### src/rtl/bads_pkg.sv
// Package for the 2x2 box-average downscaler: sizes, register indexes,
// shared types and the extent clamp used by the configuration block.
// Depends on nothing; every other file of the block imports it.
package bads_pkg;

  // Sizing of the line store and the counters.
  localparam int MAX_WIDTH    = 2048;
  localparam int HEIGHT_LIMIT = 4096;
  localparam int CHANNELS     = 3;
  localparam int CHAN_W       = 8;
  localparam int LANE_W       = CHAN_W + 1;
  localparam int COL_W        = $clog2(MAX_WIDTH);
  localparam int ADDR_W       = COL_W - 1;
  localparam int HALF_DEPTH   = MAX_WIDTH / 2;
  localparam int ROW_W        = $clog2(HEIGHT_LIMIT);

  // Configuration port.
  localparam int WIDTH_REG_W  = 12;
  localparam int HEIGHT_REG_W = 13;
  localparam int CFG_DATA_W   = 13;
  localparam int CFG_IDX_W    = 2;
  localparam int CLAMP_W      = 14;

  localparam logic [CFG_IDX_W-1:0] REG_IMAGE_WIDTH  = 2'd0;
  localparam logic [CFG_IDX_W-1:0] REG_IMAGE_HEIGHT = 2'd1;
  localparam logic [CFG_IDX_W-1:0] REG_COLOUR_MODE  = 2'd2;

  localparam int RESET_WIDTH  = 640;
  localparam int RESET_HEIGHT = 480;

  // Stream packing.
  localparam int PIX_DATA_W = 24;
  localparam int OUT_DATA_W = 24;

  typedef logic [LANE_W-1:0] lane_t;
  typedef lane_t [CHANNELS-1:0] lanes_t;
  typedef logic [CHANNELS-1:0][CHAN_W-1:0] pixel_t;

  // Frame geometry held in the form the counters compare against.
  typedef struct packed {
    logic [COL_W-1:0]  col_last;
    logic [ADDR_W-1:0] pair_last;
    logic [ROW_W-1:0]  row_last;
    logic [ROW_W-2:0]  rowpair_last;
    logic              rgb;
  } cfg_t;

  // One finished 2x2 block on its way to the averaging stage.
  typedef struct packed {
    lanes_t sums;
    lanes_t above;
    logic   row_end;
    logic   frame_end;
  } blk_t;

  // Saturate an extent to the range from two up to the given limit.
  function automatic logic [CLAMP_W-1:0] clamp_extent(input logic [CLAMP_W-1:0] v,
                                                      input logic [CLAMP_W-1:0] limit);
    logic [CLAMP_W-1:0] r;
    r = v;
    if (r < CLAMP_W'(2)) r = CLAMP_W'(2);
    if (r > limit) r = limit;
    return r;
  endfunction

endpackage

### src/rtl/bads_out.sv
// Averaging and result register of the 2x2 box-average downscaler.
// Adds the stored and current pair sums, divides by four and drives the
// result stream. Depends on bads_pkg.
module bads_out (
  input  logic                            clk,
  input  logic                            rst,
  input  logic                            blk_valid,
  output logic                            blk_ready,
  input  bads_pkg::blk_t                  blk,
  output logic                            m_axis_tvalid,
  input  logic                            m_axis_tready,
  output logic [bads_pkg::OUT_DATA_W-1:0] m_axis_tdata,
  output logic                            m_axis_tlast,
  output logic                            m_axis_tuser
);
  import bads_pkg::*;

  logic [OUT_DATA_W-1:0] avg_next;
  logic [LANE_W:0]       total;

  // Floor average of the four samples of each lane.
  always_comb begin
    avg_next = '0;
    total    = '0;
    for (int k = 0; k < CHANNELS; k++) begin
      total = {1'b0, blk.above[k]} + {1'b0, blk.sums[k]};
      avg_next[k*CHAN_W +: CHAN_W] = total[LANE_W:2];
    end
  end

  assign blk_ready = !m_axis_tvalid || m_axis_tready;

  // Result register.
  always_ff @(posedge clk) begin
    if (rst) begin
      m_axis_tvalid <= 1'b0;
    end else if (blk_ready) begin
      m_axis_tvalid <= blk_valid;
    end
  end

  always_ff @(posedge clk) begin
    if (blk_valid && blk_ready) begin
      m_axis_tdata <= avg_next;
      m_axis_tlast <= blk.row_end;
      m_axis_tuser <= blk.frame_end;
    end
  end

endmodule

### config.mk
export PLATFORM = sky130hd
export DESIGN_NAME = bads_out
export DESIGN_NICKNAME = d
export VERILOG_FILES = /design/src/rtl/bads_pkg.sv /design/src/rtl/bads_out.sv
export SDC_FILE = /design/constraint.sdc
export NUM_CORES = 1
export LEC_CHECK = 0
export BUFFER_PORTS_ARGS = -buffer_cell sky130_fd_sc_hd__buf_2
export CORE_ASPECT_RATIO = 1.25
export CORE_MARGIN = 3
export CORE_UTILIZATION = 49
export CTS_CLUSTER_DIAMETER = 80
export DETAILED_ROUTE_END_ITERATION = 8
export GPL_ROUTABILITY_DRIVEN = 0
export HOLD_SLACK_MARGIN = 0.05
export PLACE_DENSITY_LB_ADDON = 0.08
export SETUP_SLACK_MARGIN = 0.05
export SLEW_MARGIN = 20
export SYNTH_ARGS = -nofsm -noshare
export SYNTH_HDL_FRONTEND = slang
export SYNTH_SLANG_ARGS = --single-unit
### constraint.sdc
create_clock -name clk -period 2.96 [get_ports clk]
set_clock_uncertainty 0.05 [all_clocks]
set_input_delay 0.296 -clock clk [delete_from_list [all_inputs] [get_ports clk]]
set_output_delay 0.296 -clock clk [all_outputs]
set_load 0.005 [all_outputs]
==> results_dict.tcl <==
set metrics [dict create \
    status "complete, no violations" \
    period_needed_ns 1.71 \
    drtPass1Iterations 4 \
    num_antenna_cells 0 \
    row_count 23 \
    synth_seq_area_share 0.470 \
    place_area_sq_mm 0.00219 \
    cellPowerDensity_mw_per_mm2 440 \
    wl_per_cell_um 13.7 \
    finalMaxSlewViolations 0 \
    htree_num_levels 1 \
    stdcell_area_sq_mm 0.00224 \
    yosys.area.top_type "edfxtp_1" \
    pin_count 88 \
    cts_setup_buffers 0 \
    port_buffers 87 \
    final_common_cell "buf_2" \
    cts_buffer_depth 2 \
    syn_area_sq_mm 0.00171 \
    grt_pass1_wl_um 5620 \
    finalSetupViolCount 0 \
    crit_type "input port to register" \
    root_buffer "clkbuf_8" \
    die_h_um 72.0 \
    yosysWarningCount 0 \
    grt.overflow.total 0 \
    die_w_um 58.8 \
    drc 0 \
    core_sq_mm 0.00328 \
    fin_tns_setup_ns 0 \
    area_delta_synth_final_pct 31.3 \
    cts_hold_buf 0 \
    hold_path.class "input port to register" \
    synth-seq-cells 27 \
    yosysTopAreaCellShare 0.458 \
    hold_viol 0 \
    netlist_instances 138 \
    drive_gt1_frac 0.417 \
    clk_latency_ns 0.26 \
    place_hpwl_um 3080 \
    required_ns 2.94 \
    worstPathArrival_ns 1.69 \
    synth_top_family_by_area "adder cells" \
    antenna_found_initial 0 \
    maxCapViolations 0 \
    num_vias 1440 \
    ys_types 29 \
    final_nets 315 \
    numCtsBuffers 3 \
    dp_cells 263 \
    synth_mux_area_frac 0 \
    fin_hold_ws_ns 0.130 \
    start_util 0.520 \
    crit_path_max_fanout 5 \
    endpoint_kind "register" \
    grt_usage 0.168 \
    p_leak_nw 1.09 \
    die-area_sq_mm 0.00423 \
    rsz0062_at_grt "no" \
    drt_iter0_markers 35 \
    grt_pass1_vias 1413 \
    fin_crit_sh 0.578 \
    synth-compound-area-share 0.167 \
    clkSinkCount 27 \
    layout_common_cells "87 x buf_2, 26 x edfxtp_1, 24 x ha_1" \
    syn_area_per_cell_sq_um 12.4 \
    via_per_inst 5.39 \
    synth.net_count 222 \
    fin_cells 267 \
    startpoint_type "input port" \
    worst_slew_pin_slew_ns 0.462 \
    yosys.area_share.simple 0.0917 \
    detail-route-antenna-nets 0 \
    grt_max_degree 27 \
    synth-xor-area-share 0.0873 \
    yosys.area_share.adder 0.176 \
    slew_headroom 0.690 \
    cts.reportedPaths.clkPinSlew_ns 0.09 \
    yosys-top-cells-area "edfxtp_1 46%, ha_1 18%, xnor2_1 6.2%, a21o_1 3.5%, a21oi_1 3.2%" \
    ir_drop_uv 285 \
    ctsResizeCount 0 \
    drt-total-wl_um 3650 \
    cts_tree "built" \
    clock.fmax_mhz 584 \
]
==> per-layer routing <==
layer	track usage	wire, um
met5	0	0
met4	0.0705	55
met3	0.0285	285
met2	0.342	2030
met1	0.154	1270
==> per-stage QoR <==
| step | total power [mW] | util | setup WS (ns) |
|---|---|---|---|
| 3_5_place_dp | 0.794 | 0.669 | 0.975 |
| 3_3_place_gp | 0.777 | 0.669 | 1.02 |
| 4_1_cts | 0.993 | 0.683 | 1.26 |
| 6_report | 0.985 | 0.683 | 1.25 |
| 5_1_grt | 1.04 | 0.683 | 1.20 |
| 2_1_floorplan | 0.676 | - | 1.16 |
==> sequential cells by signal, indices dropped and copies added, names as in the netlist <==
register / flops
m_axis_tdata: 24
m_axis_tlast: 1
m_axis_tuser: 1
m_axis_tvalid: 1
==> layout make-up <==
| cell class | count | area (sq um) |
|---|---|---|
| Clock buffer | 4 | 45.0 |
| Fill cell | 261 | 1040 |
| Inverter | 4 | 15.0 |
| Multi-Input combinational cell | 107 | 890 |
| Sequential cell | 27 | 801 |
| Tap cell | 37 | 46.3 |
| Timing Repair Buffer | 88 | 443 |
==> report_power, final <==
part           total, mW  leakage, nW  switching, mW  internal (mW)
Combinational      0.292        0.808          0.144          0.147
Clock              0.202       0.0228          0.106         0.0961
Sequential         0.491        0.260         0.0100          0.481
==> cells in the mapped netlist <==
cell type / count
a22o_1: 2
and2_1: 1
a31oi_1: 3
nand4_1: 2
a221oi_1: 3
a221oi_2: 1
and4_1: 1
inv_1: 4
dfxtp_1: 1
and3_2: 1
o211ai_1: 2
nand2b_1: 3
a211o_1: 2
nor3_2: 2
nand3_1: 1
a2111oi_4: 1
xnor2_1: 12
o311ai_1: 1
ha_1: 24
xor2_1: 5
a211oi_1: 1
o21bai_1: 2
a21oi_1: 11
nand2_1: 5
and3_1: 3
edfxtp_1: 26
nor2_1: 9
a21o_1: 8
nor2b_1: 1
==> final timing paths <==
| kind | startpoint | endpoint | slack (ns) | cells past startpoint |
|---|---|---|---|---|
| max | blk[7] | m_axis_tdata[7] | 1.25 | 6 |
| min | rst | m_axis_tvalid | 0.13 | 2 |
| max reg2reg | m_axis_tvalid | m_axis_tdata[16] | 1.72 | 3 |
| min reg2reg | m_axis_tvalid | m_axis_tvalid | 0.47 | 2 |
==> cell families (layout without fill, tap and decap cells) <==
group | Yosys count | after routing
AOI/OAI and AO/OA | 37 | 37
xor gates and xnor gates | 17 | 17
and+or+nand+nor | 29 | 29
adders and majority gates | 24 | 24
buffers and inverters | 4 | 96
DFF | 27 | 27
==> critical path, stage by stage <==
cell and delay [ns]:
buf_2 0.10, ha_1 0.35, and3_1 0.24, a22o_1 0.22
a211o_1 0.30, a21o_1 0.18
No activity file was read; power rests on OpenSTA's default activity.
