===== config.mk =====
export PLATFORM = sky130hd
export DESIGN_NAME = bads_cfg
export DESIGN_NICKNAME = d
export VERILOG_FILES = /design/src/rtl/bads_pkg.sv /design/src/rtl/bads_cfg.sv
export SDC_FILE = /design/constraint.sdc
export NUM_CORES = 1
export LEC_CHECK = 0
export BUFFER_PORTS_ARGS = -buffer_cell sky130_fd_sc_hd__buf_2
export CAP_MARGIN = 20
export CORE_UTILIZATION = 30
export CTS_BUF_LIST = sky130_fd_sc_hd__clkbuf_16
export DETAILED_ROUTE_END_ITERATION = 7
export PLACE_DENSITY = 0.55
export SLEW_MARGIN = 25
export SYNTH_ARGS = -nofsm -noshare
export SYNTH_HDL_FRONTEND = slang
export SYNTH_SLANG_ARGS = --single-unit

===== constraint.sdc =====
create_clock -name clk -period 2.95 [get_ports clk]
set_clock_uncertainty 0.2 [all_clocks]
set_input_delay 0.295 -clock clk [delete_from_list [all_inputs] [get_ports clk]]
set_output_delay 0.295 -clock clk [all_outputs]
set_load 0.01 [all_outputs]

===== src/rtl/bads_pkg.sv =====
// Package for the 2x2 box-average downscaler: sizes, register indexes,
// shared types and the extent clamp used by the configuration block.
// Depends on nothing; every other file of the block imports it.
package bads_pkg;

  // Sizing of the line store and the counters.
  localparam int MAX_WIDTH    = 2048;
  localparam int HEIGHT_LIMIT = 4096;
  localparam int CHANNELS     = 3;
  localparam int CHAN_W       = 8;
  localparam int LANE_W       = CHAN_W + 1;
  localparam int COL_W        = $clog2(MAX_WIDTH);
  localparam int ADDR_W       = COL_W - 1;
  localparam int HALF_DEPTH   = MAX_WIDTH / 2;
  localparam int ROW_W        = $clog2(HEIGHT_LIMIT);

  // Configuration port.
  localparam int WIDTH_REG_W  = 12;
  localparam int HEIGHT_REG_W = 13;
  localparam int CFG_DATA_W   = 13;
  localparam int CFG_IDX_W    = 2;
  localparam int CLAMP_W      = 14;

  localparam logic [CFG_IDX_W-1:0] REG_IMAGE_WIDTH  = 2'd0;
  localparam logic [CFG_IDX_W-1:0] REG_IMAGE_HEIGHT = 2'd1;
  localparam logic [CFG_IDX_W-1:0] REG_COLOUR_MODE  = 2'd2;

  localparam int RESET_WIDTH  = 640;
  localparam int RESET_HEIGHT = 480;

  // Stream packing.
  localparam int PIX_DATA_W = 24;
  localparam int OUT_DATA_W = 24;

  typedef logic [LANE_W-1:0] lane_t;
  typedef lane_t [CHANNELS-1:0] lanes_t;
  typedef logic [CHANNELS-1:0][CHAN_W-1:0] pixel_t;

  // Frame geometry held in the form the counters compare against.
  typedef struct packed {
    logic [COL_W-1:0]  col_last;
    logic [ADDR_W-1:0] pair_last;
    logic [ROW_W-1:0]  row_last;
    logic [ROW_W-2:0]  rowpair_last;
    logic              rgb;
  } cfg_t;

  // One finished 2x2 block on its way to the averaging stage.
  typedef struct packed {
    lanes_t sums;
    lanes_t above;
    logic   row_end;
    logic   frame_end;
  } blk_t;

  // Saturate an extent to the range from two up to the given limit.
  function automatic logic [CLAMP_W-1:0] clamp_extent(input logic [CLAMP_W-1:0] v,
                                                      input logic [CLAMP_W-1:0] limit);
    logic [CLAMP_W-1:0] r;
    r = v;
    if (r < CLAMP_W'(2)) r = CLAMP_W'(2);
    if (r > limit) r = limit;
    return r;
  endfunction

endpackage


===== src/rtl/bads_cfg.sv =====
// Configuration registers of the 2x2 box-average downscaler.
// Clamps width and height on write and keeps them as last-column and
// last-row values. Depends on bads_pkg.
module bads_cfg (
  input  logic                            clk,
  input  logic                            rst,
  input  logic                            cfg_wr_en,
  input  logic [bads_pkg::CFG_IDX_W-1:0]  cfg_index,
  input  logic [bads_pkg::CFG_DATA_W-1:0] cfg_data,
  output bads_pkg::cfg_t                  cfg
);
  import bads_pkg::*;

  logic [CLAMP_W-1:0] width_used;
  logic [CLAMP_W-1:0] height_used;

  // Saturated extents of the value on the write port.
  always_comb begin
    width_used  = clamp_extent(CLAMP_W'(cfg_data[WIDTH_REG_W-1:0]), CLAMP_W'(MAX_WIDTH));
    height_used = clamp_extent(CLAMP_W'(cfg_data[HEIGHT_REG_W-1:0]), CLAMP_W'(HEIGHT_LIMIT));
  end

  // Register writes; an index beyond the list is ignored.
  always_ff @(posedge clk) begin
    if (rst) begin
      cfg.col_last     <= COL_W'(RESET_WIDTH - 1);
      cfg.pair_last    <= ADDR_W'(RESET_WIDTH / 2 - 1);
      cfg.row_last     <= ROW_W'(RESET_HEIGHT - 1);
      cfg.rowpair_last <= (ROW_W - 1)'(RESET_HEIGHT / 2 - 1);
      cfg.rgb          <= 1'b1;
    end else if (cfg_wr_en) begin
      case (cfg_index)
        REG_IMAGE_WIDTH: begin
          cfg.col_last  <= COL_W'(width_used - CLAMP_W'(1));
          cfg.pair_last <= ADDR_W'((width_used >> 1) - CLAMP_W'(1));
        end
        REG_IMAGE_HEIGHT: begin
          cfg.row_last     <= ROW_W'(height_used - CLAMP_W'(1));
          cfg.rowpair_last <= (ROW_W - 1)'((height_used >> 1) - CLAMP_W'(1));
        end
        REG_COLOUR_MODE: begin
          cfg.rgb <= cfg_data[0];
        end
        default: begin
        end
      endcase
    end
  end

endmodule


==> results of run 1 <==
-- cell usage after synthesis, drive strengths merged, types with 2 or more instances --
master   number  share of area (%)
mux2i         2               0.73
o21ai        27                4.9
o41a          2               0.82
or4           4                1.4
and2          4               0.91
and3b         2               0.64
nor4b         2               0.87
a211oi        2               0.55
ha            6                2.7
o31ai         6                1.6
o32a          2               0.73
a211o         7                2.3
o211ai       16                4.4
a41oi         2               0.64
o311ai        2               0.64
o31a          3               0.96
a311o         4                1.5
nand2b        6                1.4
buf           9                2.9
nor2         18                2.5
a31oi         9                2.1
nand3b        3               0.82
and3          3               0.68
inv           6               0.82
nor2b         3               0.68
xor2          2               0.64
or3           4               0.91
nor4          4                1.5
a311oi        4                1.3
nor3          8                1.5
o41ai         4                2.5
clkbuf       25                3.4
o2111ai       4                1.3
nand4         3               0.68
dfxtp        45                 33
a21oi        18                3.3
nand2        34                4.7
nand3        14                2.6
a21o          3               0.82
o21a          2               0.55
xnor2         3               0.96
-- placed cells by master (no fill, tap or decap), types with 3 or more instances in the layout --
master	n
and2_1	4
and3_1	3
a311o_1	4
a21o_1	3
nand2_1	34
o211ai_1	16
o2111ai_1	4
nand3b_1	3
o21ai_0	27
clkbuf_16	5
a311oi_1	4
a211o_1	6
buf_4	27
nor2b_1	3
dfxtp_1	45
a21oi_1	18
nand4_1	3
nand3_1	14
or3_1	4
inv_1	6
nor2_1	18
o31ai_1	6
o31a_1	3
nor3_1	8
buf_2	62
nor4_1	3
a31oi_1	9
xnor2_1	3
ha_1	6
nand2b_1	6
-- area by class of cell --
class	count	area (sq um)
Clock inverter	1	5.00
Fill cell	926	5420
Inverter	7	26.3
Timing Repair Buffer	89	513
Clock buffer	5	125
Sequential cell	45	901
Tap cell	108	135
Multi-Input combinational cell	250	1640
-- logic make-up after synthesis --
| logic type | after synthesis | synth area share, % |
|---|---|---|
| buffers and inverters | 41 | 7.26 |
| adder cells (fa/ha/maj) | 6 | 2.74 |
| XOR/XNOR | 5 | 1.60 |
| AO/OA/AOI/OAI | 121 | 32.1 |
| flip-flops | 45 | 32.9 |
| AND/OR/NAND/NOR | 116 | 22.7 |
| multiplexers | 2 | 0.730 |
-- power by group through the flow --
stage	clock (mW)	sequential (mW)	combinational (mW)
3_5_place_dp	0	0.666	0.301
5_1_grt	0.564	0.655	0.333
3_3_place_gp	0	0.665	0.300
6_report	0.535	0.652	0.304
2_1_floorplan	0	0.678	0.174
4_1_cts	0.544	0.652	0.303
-- per-stage QoR --
step | hold slack (ns) | cells | setup TNS [ns] | setup WS [ns] | area [sq um]
2_1_floorplan | 0.220 | 336 | 0 | 0.0488 | 2740
3_3_place_gp | 0.243 | 499 | -0.218 | -0.0838 | 3220
3_5_place_dp | 0.243 | 499 | -0.0275 | -0.0275 | 3220
4_1_cts | 0.181 | 505 | 0 | 0.260 | 3350
5_1_grt | 0.207 | 505 | 0 | 0.0886 | 3350
6_report | 0.180 | 505 | 0 | 0.248 | 3350
-- worst min-delay path, stage by stage --
cell,delay (ns)
buf_2,0.18
mux2i_1,0.10
nand2_1,0.06
-- final timing paths --
path | startpoint | endpoint | slack [ns] | cells after the start
setup / recovery | cfg_data[9] | cfg[38]$_SDFFE_PP1P_ | 0.25 | 9
hold / removal | cfg_data[0] | cfg[0]$_SDFFE_PP1P_ | 0.18 | 3
setup reg to reg | cfg[7]$_SDFFE_PP1P_ | cfg[7]$_SDFFE_PP1P_ | 1.89 | 2
hold reg to reg | cfg[30]$_SDFFE_PP0P_ | cfg[30]$_SDFFE_PP0P_ | 0.25 | 2
-- routing by layer --
metal | part of all wire, % | GRT usage (%) | up-vias
li1 | - | - | 1393
met1 | 46 | 23.4 | 1339
met2 | 46 | 29.8 | 102
met3 | 5.4 | 2.95 | 20
met4 | 2.6 | 6.90 | 0
met5 | 0 | 0 | -
==> results.md, run 1 <==
* Synth Register Bits at 45
* DRT Pass-1 Iters at 5
* Tcrit/Tclk final at 91.6%
* RSZ-0062 raised after global routing: no
* Die H at 97.6 microns
* Syn_nets at 360
* Yosys warnings at 0
* CORE AREA at 8760 sq um
* EDFF count, synth at 0
* Clk root buf: clkbuf_16
* Reported max-cap violation count at 0
* Die area at 9520 sq um
* Worst Max-Slew Pin Slew at roughly 0.80 ns
* Num CTS Buffers at 5
* Startpoint types: input port
* Max Clock Freq at 370 MHz
* Drt first-iter violations at 192
* Via count at between 2000 and 3000
* Worst VDD drop at 0.170 mV
* Worst-Skew Late Latency at 0.28 ns
* Total GRT Usage at 18.0%
* Largest net degree at the start of global routing at 24
* Clock slew at reported path FFs at 0.06 ns
* Final ANT Viol Nets at 0
* Crit path max fanout at 9
* Slew HR at 46.1%
* Final setup fails at 0
* Mapped Cells at 336
* Most used DFF post-synth: dfxtp_1
* Slowest stage delay, CP at approximately 0.6 ns
* Final WL at 8670 microns
* Vias in the first global route at 2674
* Minimum clock period after layout at 2.70 ns
* Area grow syn2layout at 22.1%
* Top reg by flops: cfg
* Register area share after synthesis at 32.9%
* Clock tree from TritonCTS: yes
* Maximum clock insertion buffer count at 2
* IO Count at 63
* First-pass GRT wire length at roughly 14000 microns
* Diode count at 0
* Arr. time, crit path at 2.68 ns
* Req. time, crit path at 2.92 ns
* Detailed Place HPWL at 6330 microns
* Part of the power in registers at around 44%
* Cell area power density at between 400 and 500 nW/um^2
* Post-Route Utilization at 38.2%
* Die width at 97.6 microns
* Max Slew Vio Count at 0
* Row count at 34
* Largest register FFs at 45
* Port Buffers at 62
* Initial antenna violation count at 0
* Hold violation count in the final report at 0
* Gate power share at between 20% and 30%
* Setup CP Type: in -> reg
* CP Capture Type: register
* Leakage power at 1.32 nW
* Critical path's slowest cell: or4_4
* Design Power at 1.49 mW
* DR DRC count at 0
* Cell Int Power at 1.06 mW
* Buf+Inv Stages, Crit Path at 2
* PostCTS Resize Cnt at 0
* Worst path cell trace: buf_2 > or4_4 > o41ai_1 > buf_4 > nand2b_1 > ha_1 > a211o_1 > a21oi_1 > a211o_1
* Worst hold path class: in -> reg
* Syn avg cell area at 8.16 sq um
* Net count reported at finish at 422
* Post-synth ARST share at 0%
* Remaining global-route overflow at 0
* Sw frac at 29.0%
* Regs by FF count: cfg x45
* Distinct cell type count after synthesis at 60
* Vias per cell at 5.65
* Worst path most repeated cell: a211o_1
* Setup bufs post-CTS at 0
* Outcome: complete, no violations
* Hold_buf cts at 0
* Gpl congestion at 0.872
* Sw power at 0.433 mW
* Synth Cell Area at 2740 sq um
* Starting Density at 31.3%
* TritonCTS sink count at 45
* Clock power frac at a little over a third
* Routed len/inst at approximately 17 microns
* # H-tree levels at 2
* Layout cells sized above 1 at 26.7%
* Family with the most delay on the worst path: compound AO/OA/AOI/OAI gates
No activity file was read; power rests on OpenSTA's default activity.
==> run 2, diff against run 1 <==
--- a/config.mk
+++ b/config.mk
@@ -7,8 +7,8 @@
 export LEC_CHECK = 0
 export BUFFER_PORTS_ARGS = -buffer_cell sky130_fd_sc_hd__buf_2
 export CAP_MARGIN = 20
+export CORE_ASPECT_RATIO = 0.5
 export CORE_UTILIZATION = 30
-export CTS_BUF_LIST = sky130_fd_sc_hd__clkbuf_16
 export DETAILED_ROUTE_END_ITERATION = 7
 export PLACE_DENSITY = 0.55
 export SLEW_MARGIN = 25
==> results.md, run 2 (synthesis results as in run 1) <==
* Gate power share at 19.9% (-0.5 points)
* Vias in the first global route at 2636 (-1.4%)
* R2r setup slk at 1.90 ns (about the same)
* IO Count at 63 (unchanged)
* Worst-Skew Late Latency at 0.29 ns (about the same)
* Family with the most delay on the worst path: simple AND/OR/NAND/NOR gates
* WP depth at 9 (unchanged)
* CORE AREA at 8800 sq um (+0.40%)
* Outcome: complete, no violations
* Sw frac at 28.3% (-0.67 points)
* Leakage power at 1.36 nW (+3.2%)
* Startpoint types: input port
* Largest net degree at the start of global routing at 24 (unchanged)
* Row count at 24 (-29%)
* Drt first-iter violations at 183 (-4.7%)
* DR DRC count at 0 (unchanged)
* Commonest non-fill, non-tap cell in the layout: buf_2
* Max Clock Freq at 379 MHz (+2.4%)
* Setup CP Type: in -> reg
* Part of the power in registers at 41.6% (-2.1 points)
* Most frequent cells in the layout: buf_2 (62), dfxtp_1 (45), nand2_1 (34), buf_4 (33), o21ai_0 (27)
* Clock power frac at 38.4% (+2.5 points)
* Final Non-Filler Cells at 522 (+3.4%)
* Worst r2r path cells at 2 (unchanged)
* Largest register FFs at 45 (unchanged)
* Fin worst setup slack at 0.310 ns (+0.0622 ns)
* Worst path cell trace: buf_2 > or4_4 > o41ai_2 > nand2_1 > ha_1 > and3b_1 > o31a_1 > or3_1 > a31oi_1
* Design Power at 1.56 mW (+4.8%)
* First-pass GRT wire length at 14000 microns (+1.5%)
* Hold_buf cts at 0 (unchanged)
* Clk root buf: clkbuf_16
* TritonCTS sink count at 45 (unchanged)
* Minimum clock period after layout at 2.64 ns (-0.0622 ns)
* Hold path cells at 3 (unchanged)
* Met3 Wirelength at 525 microns (+11%)
* Cell Int Power at 1.12 mW (+5.8%)
* Top reg by flops: cfg
* RSZ-0062 raised after global routing: no
* Routed len/inst at 16.5 microns (-3.8%)
* Layout cells sized above 1 at 28.1% (+1.4 points)
* Max Used Layer: met4
* PostCTS Resize Cnt at 0 (unchanged)
* Cells after DPL at 514 (+3.0%)
* DP Worst Slack at 0.0117 ns (+0.0392 ns)
* Setup bufs post-CTS at 0 (unchanged)
* Buf+Inv Stages, Crit Path at 1 (-1)
* Worst hold path class: in -> reg
* Final WL at 8620 microns (-0.61%)
* Remaining global-route overflow at 0 (unchanged)
* WL met2 at 3700 microns (-7.6%)
* Hold violation count in the final report at 0 (unchanged)
* Final ANT Viol Nets at 0 (unchanged)
* Final setup fails at 0 (unchanged)
* CP Capture Type: register
* Starting Density at 31.2% (-0.12 points)
* Reported max-cap violation count at 0 (unchanged)
* RR Startpoint: cfg[7]$_SDFFE_PP1P_
* Worst VDD drop at 0.210 mV (+24%)
* Vias per cell at 5.43 (-3.9%)
* CP startpoint: cfg_data[9]
* WL met1 at 4290 microns (+8.1%)
* Placed cell areas at 3270 sq um (+1.8%)
* Detailed Place HPWL at 6340 microns (+0.23%)
* Regs by FF count: cfg x45
* Req. time, crit path at 2.98 ns (+0.06 ns)
* Crit path max fanout at 9 (unchanged)
* DRT Pass-1 Iters at 5 (unchanged)
* Cell area power density at 456 nW/um^2 (+2.3%)
* Critical path's slowest cell: or4_4
* Num CTS Buffers at 5 (unchanged)
* Diode count at 0 (unchanged)
* Tcrit/Tclk final at 89.5% (-2.1 points)
* Gpl congestion at 0.834 (-4.4%)
* Setup TNS at 0 ns (unchanged)
* Slowest stage delay, CP at 0.61 ns (about the same)
* Sw power at 0.443 mW (+2.4%)
* Port Buffers at 62 (unchanged)
* Net count reported at finish at 428 (+1.4%)
* Hold Startpoint: cfg_data[0]
* Die width at 137 microns (+41%)
* Via count at 2834 (-0.70%)
* Maximum clock insertion buffer count at 2 (unchanged)
* Die H at 69.6 microns (-29%)
* Worst Max-Slew Pin Slew at 0.803 ns (+0.00598 ns)
* Slew HR at 45.7% (-0.40 points)
* Total GRT Usage at 19.0% (+0.92 points)
* Area grow syn2layout at 25.1%
* Max Slew Vio Count at 0 (unchanged)
* Arr. time, crit path at 2.67 ns (about the same)
* Die area at 9550 sq um (+0.25%)
* Clock tree from TritonCTS: yes
* Post-route cell area at 3430 sq um (+2.5%)
* Initial antenna violation count at 0 (unchanged)
* Clock slew at reported path FFs at 0.06 ns (about the same)
* # H-tree levels at 2 (unchanged)
-- run 2: cell count changes in the layout (fill, tap and decap cells not counted) --
cell / change
clkbuf_8: +2
buf_4: +6
-- run 2: cell type report --
| class | instances | area [sq um] |
|---|---|---|
| Sequential cell | 45 | 901 |
| Tap cell | 117 | 146 |
| Timing Repair Buffer | 95 | 558 |
| Inverter | 7 | 26.3 |
| Fill cell | 937 | 5370 |
| Multi-Input combinational cell | 250 | 1640 |
| Clock inverter | 1 | 5.00 |
| Clock buffer | 7 | 153 |
-- run 2: final timing paths --
check / end
max: cfg[37]$_SDFFE_PP1P_
min: cfg[0]$_SDFFE_PP1P_
max reg2reg: cfg[7]$_SDFFE_PP1P_
min reg2reg: cfg[30]$_SDFFE_PP0P_
-- run 2: worst register-to-register path, delay by kind of cell (launching register included) --
kind,cells,cell delay [ns]
compound gates,1,0.31
flops,1,0.30
simple gates,1,0.13
-- run 2: power by group through the flow --
stage | logic, mW | clock network (mW) | registers [mW]
6_report | 0.312 | 0.601 | 0.651
5_1_grt | 0.341 | 0.643 | 0.655
4_1_cts | 0.311 | 0.617 | 0.651
3_5_place_dp | 0.309 | 0 | 0.665
3_3_place_gp | 0.311 | 0 | 0.664
2_1_floorplan | 0.174 | 0 | 0.678
-- run 2: stage by stage --
step	util, %	hold WS [ns]
2_1_floorplan	-	0.220
3_3_place_gp	37.2	0.241
3_5_place_dp	37.2	0.244
4_1_cts	39.0	0.159
5_1_grt	39.0	0.236
6_report	39.0	0.159
-- run 2: layer usage --
| metal | vias up | track usage, % |
|---|---|---|
| li1 | 1417 | - |
| met1 | 1332 | 27.2 |
| met2 | 77 | 27.8 |
| met3 | 8 | 4.31 |
| met4 | 0 | 5.98 |
| met5 | - | 0 |
==> run 3, diff against run 2 <==
--- a/config.mk
+++ b/config.mk
@@ -9,8 +9,9 @@
 export CAP_MARGIN = 20
 export CORE_ASPECT_RATIO = 0.5
 export CORE_UTILIZATION = 30
+export CTS_BUF_LIST = sky130_fd_sc_hd__clkbuf_2 sky130_fd_sc_hd__clkbuf_4 sky130_fd_sc_hd__clkbuf_8
 export DETAILED_ROUTE_END_ITERATION = 7
-export PLACE_DENSITY = 0.55
+export HOLD_SLACK_MARGIN = 0.06
 export SLEW_MARGIN = 25
 export SYNTH_ARGS = -nofsm -noshare
 export SYNTH_HDL_FRONTEND = slang
==> results.md, run 3 (synthesis results as in run 1) <==
* Final ANT Viol Nets at 0 (unchanged)
* Final setup fails at 0 (unchanged)
* Max Clock Freq at 369 MHz (-2.6%)
* Hold_buf cts at 0 (unchanged)
* Routed len/inst at 16.2 microns (-1.9%)
* Starting Density at 31.2% (unchanged)
* First-pass GRT wire length at 13500 microns (-3.2%)
* Num CTS Buffers at 5 (unchanged)
* Clock slew at reported path FFs at 0.09 ns (+0.03 ns)
* Total GRT Usage at 18.0% (-0.94 points)
* PostCTS Resize Cnt at 0 (unchanged)
* Largest net degree at the start of global routing at 24 (unchanged)
* Layout cells sized above 1 at 27.6% (-0.54 points)
* Max Used Layer: met4
* Hold WS at 0.153 ns (-0.00581 ns)
* Slew HR at 46.4% (+0.65 points)
* Outcome: complete, no violations
* Diode count at 0 (unchanged)
* Reported max-cap violation count at 0 (unchanged)
* Family with the most delay on the worst path: simple AND/OR/NAND/NOR gates
* TritonCTS sink count at 45 (unchanged)
* Detailed Place HPWL at 6130 microns (-3.3%)
* Leakage power at 1.32 nW (-2.9%)
* Maximum clock insertion buffer count at 2 (unchanged)
* Final Non-Filler Cells at 519 (-0.57%)
* Vias in the first global route at 2604 (-1.2%)
* Drt first-iter violations at 268 (+46%)
* Die width at 137 microns (unchanged)
* Hold violation count in the final report at 0 (unchanged)
* Worst path cell trace: buf_2 > or4_4 > o41ai_1 > buf_4 > nand2b_1 > ha_1 > nand3_1 > and3_1 > o32a_1
* Remaining global-route overflow at 0 (unchanged)
* # fillers at 904 (-3.5%)
* Setup CP Type: in -> reg
* Crit path max fanout at 9 (unchanged)
* Area grow syn2layout at 22.3%
* Die area at 9550 sq um (unchanged)
* Via count at 2887 (+1.9%)
* Cells after DPL at 511 (-0.58%)
* Port Buffers at 62 (unchanged)
* Worst-Skew Late Latency at 0.30 ns (about the same)
* DRT Pass-1 Iters at 5 (unchanged)
* CORE AREA at 8800 sq um (unchanged)
* Vias per cell at 5.56 (+2.5%)
* Setup bufs post-CTS at 0 (unchanged)
* Worst hold path class: in -> reg
* Regs by FF count: cfg x45
* Largest register FFs at 45 (unchanged)
* Worst VDD drop at 0.149 mV (-29%)
* Buf+Inv Stages, Crit Path at 2 (+1)
* Final WL at 8410 microns (-2.4%)
* Startpoint types: input port
* WL met1 at 4100 microns (-4.5%)
* Commonest non-fill, non-tap cell in the layout: buf_2
* Initial antenna violation count at 0 (unchanged)
* CP Capture Type: register
* RSZ-0062 raised after global routing: no
* Die H at 69.6 microns (unchanged)
* Met3 Wirelength at 535 microns (+1.9%)
* Row count at 24 (unchanged)
* Tcrit/Tclk final at 91.9% (+2.4 points)
* Gpl congestion at 0.869 (+4.2%)
* Arr. time, crit path at 2.71 ns (+0.04 ns)
* Slowest stage delay, CP at 0.58 ns (-0.03 ns)
* Max Slew Vio Count at 0 (unchanged)
* Cell area power density at 414 nW/um^2 (-9.1%)
* Worst Max-Slew Pin Slew at 0.794 ns (-0.00965 ns)
* Net count reported at finish at 425 (-0.70%)
* Req. time, crit path at 2.95 ns (-0.03 ns)
* IO Count at 63 (unchanged)
* Top reg by flops: cfg
* DR DRC count at 0 (unchanged)
* Critical path's slowest cell: or4_4
* WL met2 at 3700 microns (about the same)
* Clk root buf: clkbuf_8
* Minimum clock period after layout at 2.71 ns (+0.0711 ns)
* Most frequent cells in the layout: buf_2 (62), dfxtp_1 (45), nand2_1 (34), buf_4 (30), o21ai_0 (27)
* Clock tree from TritonCTS: yes
* # H-tree levels at 2 (unchanged)
## run 3: per-stage QoR
stage	total power [mW]	area (sq um)	worst slack (ns)	TNS, ns	utilization (%)
after floorplan	0.852	2740	0.0488	0	-
after global placement	0.967	3250	0.0301	0	36.9
after detailed placement	0.968	3250	-0.0316	-0.0445	36.9
after CTS	1.39	3350	0.276	0	38.1
after global routing	1.46	3350	0.0833	0	38.1
final	1.39	3350	0.239	0	38.1
## run 3: path summary, 6_finish.rpt
| check | from | end | slack (ns) | cells past startpoint |
|---|---|---|---|---|
| max | cfg_data[9] | cfg[20]$_SDFFE_PP1P_ | 0.24 | 9 |
| min | cfg_data[0] | cfg[0]$_SDFFE_PP1P_ | 0.15 | 3 |
| max reg2reg | cfg[7]$_SDFFE_PP1P_ | cfg[7]$_SDFFE_PP1P_ | 1.90 | 2 |
| min reg2reg | cfg[30]$_SDFFE_PP0P_ | cfg[30]$_SDFFE_PP0P_ | 0.26 | 2 |
## run 3: layout make-up
type / count / area (sq um) / area share [%]
Multi-Input combinational cell: 250 / 1640 / 49.0
Sequential cell: 45 / 901 / 26.9
Timing Repair Buffer: 92 / 536 / 16.0
Tap cell: 117 / 146 / 4.37
Clock buffer: 7 / 96.3 / 2.87
Inverter: 7 / 26.3 / 0.784
Clock inverter: 1 / 5.00 / 0.149
## run 3: per-layer routing
metal	vias to the layer above	GRT usage, %
li1	1405	-
met1	1391	26.1
met2	84	27.6
met3	7	3.07
met4	0	4.15
met5	-	0
## run 3: tightest hold or removal path, cell delays in order
cell	delay, ns
buf_2	0.18
mux2i_1	0.09
nand2_1	0.06
## run 3: where the power goes
part | internal [mW] | switching (mW)
clock | 0.212 | 0.220
sequential | 0.637 | 0.0140
combinational | 0.119 | 0.186
total | 0.968 | 0.420
